<file path="src/rtl/imubq_pkg.sv">
// Package with constants, types and coefficient tables for the IMU biquad gravity splitter.
package imubq_pkg;

   localparam int WindowLength = 128;
   localparam int HopLength    = 64;
   localparam int CntW         = $clog2(WindowLength + HopLength + 1);

   localparam logic signed [31:0] NoiseCoef [5] = '{
      32'sd569047977, 32'sd1138095954, 32'sd569047977,
      -32'sd886086522, -32'sd316363563
   };
   localparam logic signed [31:0] GravCoef [5] = '{
      32'sd371559, 32'sd743118, 32'sd371559,
      32'sd2090250568, -32'sd1017994980
   };

   // Gyro scaling: 2^20 = 131 * GyroWhole + GyroRem, so the rounded quotient is
   // m * GyroWhole + floor((m * GyroRem + GyroRound) / 131). That last quotient is
   // taken as a product with Recip131 = ceil(2^32 / 131) followed by a 32-bit shift.
   localparam logic [13:0] GyroWhole = 14'd8004;
   localparam logic [5:0]  GyroRem   = 6'd52;
   localparam logic [6:0]  GyroRound = 7'd65;
   localparam logic [31:0] Recip131  = 32'd32786010;

   typedef enum logic [2:0] {
      ST_IDLE,
      ST_SCALE,
      ST_MAC,
      ST_WRITE,
      ST_BODY,
      ST_DONE
   } state_type;

endpackage

</file>
<file path="src/rtl/imubq_mac.sv">
// Shared signed 33 x 32 multiplier with a registered product and a 66-bit accumulator.
module imubq_mac
   import imubq_pkg::*;
(
   input  logic               clock,
   input  logic               reset,
   input  logic               clear,
   input  logic               mul_en,
   input  logic               acc_en,
   input  logic signed [32:0] op_a,
   input  logic signed [31:0] op_b,
   output logic signed [64:0] prod,
   output logic signed [65:0] acc
);

   logic signed [64:0] prod_ff, prod_in;
   logic signed [65:0] acc_ff, acc_in;

   always_comb begin
      prod_in = mul_en ? op_a * op_b : prod_ff;
      acc_in  = clear ? '0 : (acc_en ? acc_ff + 66'(prod_ff) : acc_ff);
   end

   always_ff @(posedge clock) begin
      prod_ff <= prod_in;
      if (reset) begin
         acc_ff <= '0;
      end else begin
         acc_ff <= acc_in;
      end
   end

   assign prod = prod_ff;
   assign acc  = acc_ff;

endmodule

</file>
<file path="config.mk">
export PLATFORM = sky130hd
export DESIGN_NAME = imubq_mac
export DESIGN_NICKNAME = d
export VERILOG_FILES = /design/src/rtl/imubq_pkg.sv /design/src/rtl/imubq_mac.sv
export SDC_FILE = /design/constraint.sdc
export NUM_CORES = 2
export LEC_CHECK = 0
export BUFFER_PORTS_ARGS = -buffer_cell sky130_fd_sc_hd__buf_2
export CAP_MARGIN = 20
export CORE_ASPECT_RATIO = 0.8
export CORE_UTILIZATION = 45
export CTS_BUF_LIST = sky130_fd_sc_hd__clkbuf_4 sky130_fd_sc_hd__clkbuf_8
export CTS_CLUSTER_DIAMETER = 80
export DETAILED_ROUTE_END_ITERATION = 16
export GPL_TIMING_DRIVEN = 0
export PLACE_DENSITY_LB_ADDON = 0.15
export SYNTH_ARGS = -nofsm -noshare
export SYNTH_HDL_FRONTEND = slang
export SYNTH_SLANG_ARGS = --single-unit
</file>
<file path="constraint.sdc">
create_clock -name clock -period 26.7 [get_ports clock]
set_input_delay 1.335 -clock clock [delete_from_list [all_inputs] [get_ports clock]]
set_output_delay 1.335 -clock clock [all_outputs]
set_load 0.02 [all_outputs]
</file>
==> flow_metrics.tcl <==
set metrics [dict create \
    run_status "finished, final reports clean" \
    worstSetupPathType "in -> reg" \
    min_path_cells 2 \
    fmax_ghz 0.0893 \
    avgSynthCellArea_um2 9.37 \
    grt_overflow_total 0 \
    ff2ff_path_depth 14 \
    grt_first_pass_wirelength_um 244000 \
    antenna_found_initial 38 \
    required_ps 26920 \
    multi_input_area_um2 36600 \
    cpPeakStageDelay_ps 1260 \
    drive_gt1_share_pct 5.30 \
    hp-class "reg -> reg" \
    dp_hpwl_um 139000 \
    holdPathEnd "acc[60]" \
    timing.rr.start "prod[0]" \
    synth_nets 6194 \
    grt_max_degree 43 \
    yosysUniqueCellTypes 67 \
    syn-cell-area_um2 44600 \
    cap_violations 0 \
    fp.coreArea_um2 97500 \
    ys.flop_type "dfxtp_1" \
    synth_cells 4760 \
    cp_slowest_cell "fa_1" \
    synthTopCellsByCount "fa_1, inv_1, nand2_1" \
    gp_congestion 1.03 \
    seq_area_frac_synth_pct 7.34 \
    tritoncts "done" \
    dp.cells 6271 \
    cts_inserted_buffers 17 \
    rr_endpoint "acc[62]" \
    clockBufferDepth 2 \
    cp-start-kind "primary input" \
    wl_per_cell_um 26.1 \
    syn2layout_area_growth_pct 7.42 \
    clock_tree.htree_level_count 4 \
    yosysMostFrequentCell "fa_1" \
    die_w_um 354 \
    drtAntennaViolNets 0 \
    fin_crit_sh_pct 41.9 \
    vias 34832 \
    timing.final.crit_period_ps 11190 \
    start_util_pct 45.8 \
    register_area_um2 3270 \
    grt_pass1_vias 36367 \
    holdBufCountCts 0 \
    ioPinCount 201 \
    ys_ff_latch 131 \
    wirelength_um 165000 \
    dieHeight_um 284 \
    endpoint_kind "register" \
    viasPerCell 5.51 \
    cp.arrival_ps 11410 \
    crit_top_cell "fa_1" \
    grt_usage_pct 33.8 \
    post-cts-setup-buffers 0 \
    rrSetupSlack_ps 22090 \
    yosys_warnings 0 \
    synth_edf_count 65 \
    clk_latency_ps 490 \
    portBuffers 200 \
    cts_resized 0 \
    synth_area_leader_cell "fa_1" \
    root_buffer "clkbuf_8" \
    fillCellCount 9527 \
    rsz0062_at_grt "false" \
    slew_viol_final 0 \
    num_rows 102 \
    hold_viol 0 \
    finClkSkew_ps 19.6 \
    synth.area.top_cells "fa_1, inv_1, and2_1, ha_1, nand2_1" \
    min_from "acc[60]" \
    slew-limit-headroom_pct 13.0 \
    drt_iter0_drc 3595 \
    setup_viol 0 \
    crit_path_max_fanout 11 \
    setup_tns_ps 0 \
    clock-sinks 131 \
    yosysTopAreaCellShare_pct 49.9 \
    async_flop_share_pct 0 \
    stdcell_count 6326 \
    nets 6426 \
    drc 0 \
    first_pass_iters 5 \
    clk_pin_slew_worst_paths_ps 90 \
    worst_slew_pin_slew_ps 1300 \
    die_area_um2 100000 \
]
registers in the layout (all words and copies together), names as in the netlist:
name,count
prod,65
acc,66
kinds of logic (layout without fill, tap and decap cells):
kind of cell               after synthesis  after routing  synth area share (%)
xor gates and xnor gates               130            130                  2.55
AOI/OAI and AO/OA                      449            449                  6.44
other                                    0             22                     0
DFF                                    131            131                  7.34
adders and majority gates             1364           1364                  57.0
muxes                                   31             31                 0.695
buffers and inverters                 1250           1494                  10.5
and+or+nand+nor                       1405           1405                  15.5
through the flow:
step	hold slack (ps)	setup WS [ps]	util, %	area, um2
6_report	493	15510	49.2	47900
5_1_grt	511	15170	49.1	47900
4_1_cts	490	15600	49.1	47800
3_5_place_dp	478	15110	48.6	47400
3_3_place_gp	469	15180	48.5	47200
2_1_floorplan	550	17430	-	44600
worst max path at each step:
stage	startpoint	end	slack (ps)
4_1_cts	op_a[32]	prod[64]	15600
2_1_floorplan	op_a[32]	prod[64]	17430
6_report	op_a[32]	prod[64]	15510
5_1_grt	op_b[5]	prod[64]	15170
3_5_place_dp	op_a[32]	prod[64]	15110
3_3_place_gp	op_b[6]	prod[64]	15180
cell type report:
| class | count | area share [%] |
|---|---|---|
| Antenna cell | 22 | 0.115 |
| Buffer | 234 | 1.84 |
| Clock buffer | 17 | 0.488 |
| Clock inverter | 14 | 0.376 |
| Inverter | 1016 | 7.96 |
| Multi-Input combinational cell | 3379 | 76.5 |
| Sequential cell | 131 | 6.83 |
| Tap cell | 1300 | 3.39 |
| Timing Repair Buffer | 213 | 2.53 |
critical path: cells and delay by family:
| kind | cells | cell delay, ps |
|---|---|---|
| xor+xnor | 1 | 110 |
| fa+ha+maj | 9 | 5410 |
| compound gates | 7 | 2000 |
| simple gates | 3 | 650 |
| buf+inv | 7 | 1830 |
per-layer routing:
metal / track usage (%) / vias to the layer above / routed length (um)
met4: 12.8 / 8 / 7690
li1: - / 14665 / -
met3: 9.40 / 325 / 20300
met1: 47.4 / 17916 / 66800
met2: 49.7 / 1918 / 70200
met5: 0.333 / - / 81
cells in the final DEF (no fill, tap or decap), types with 22 or more instances in the layout:
cell type  instances
o21ai_0           66
a21oi_1          150
xnor2_1           85
nand2_1          592
diode_2           22
ha_1             251
clkbuf_1         226
dfxtp_1           66
inv_1           1014
edfxtp_1          65
and2_1           540
nor2_1           150
fa_1            1113
buf_2            202
mux2i_1           31
nand3_1           32
xor2_1            45
a21o_1            75
o21bai_1          24
Power is left out: the tool's default activity adds up to more than one toggle a clock period on the data nets, which glitch-free logic cannot reach.
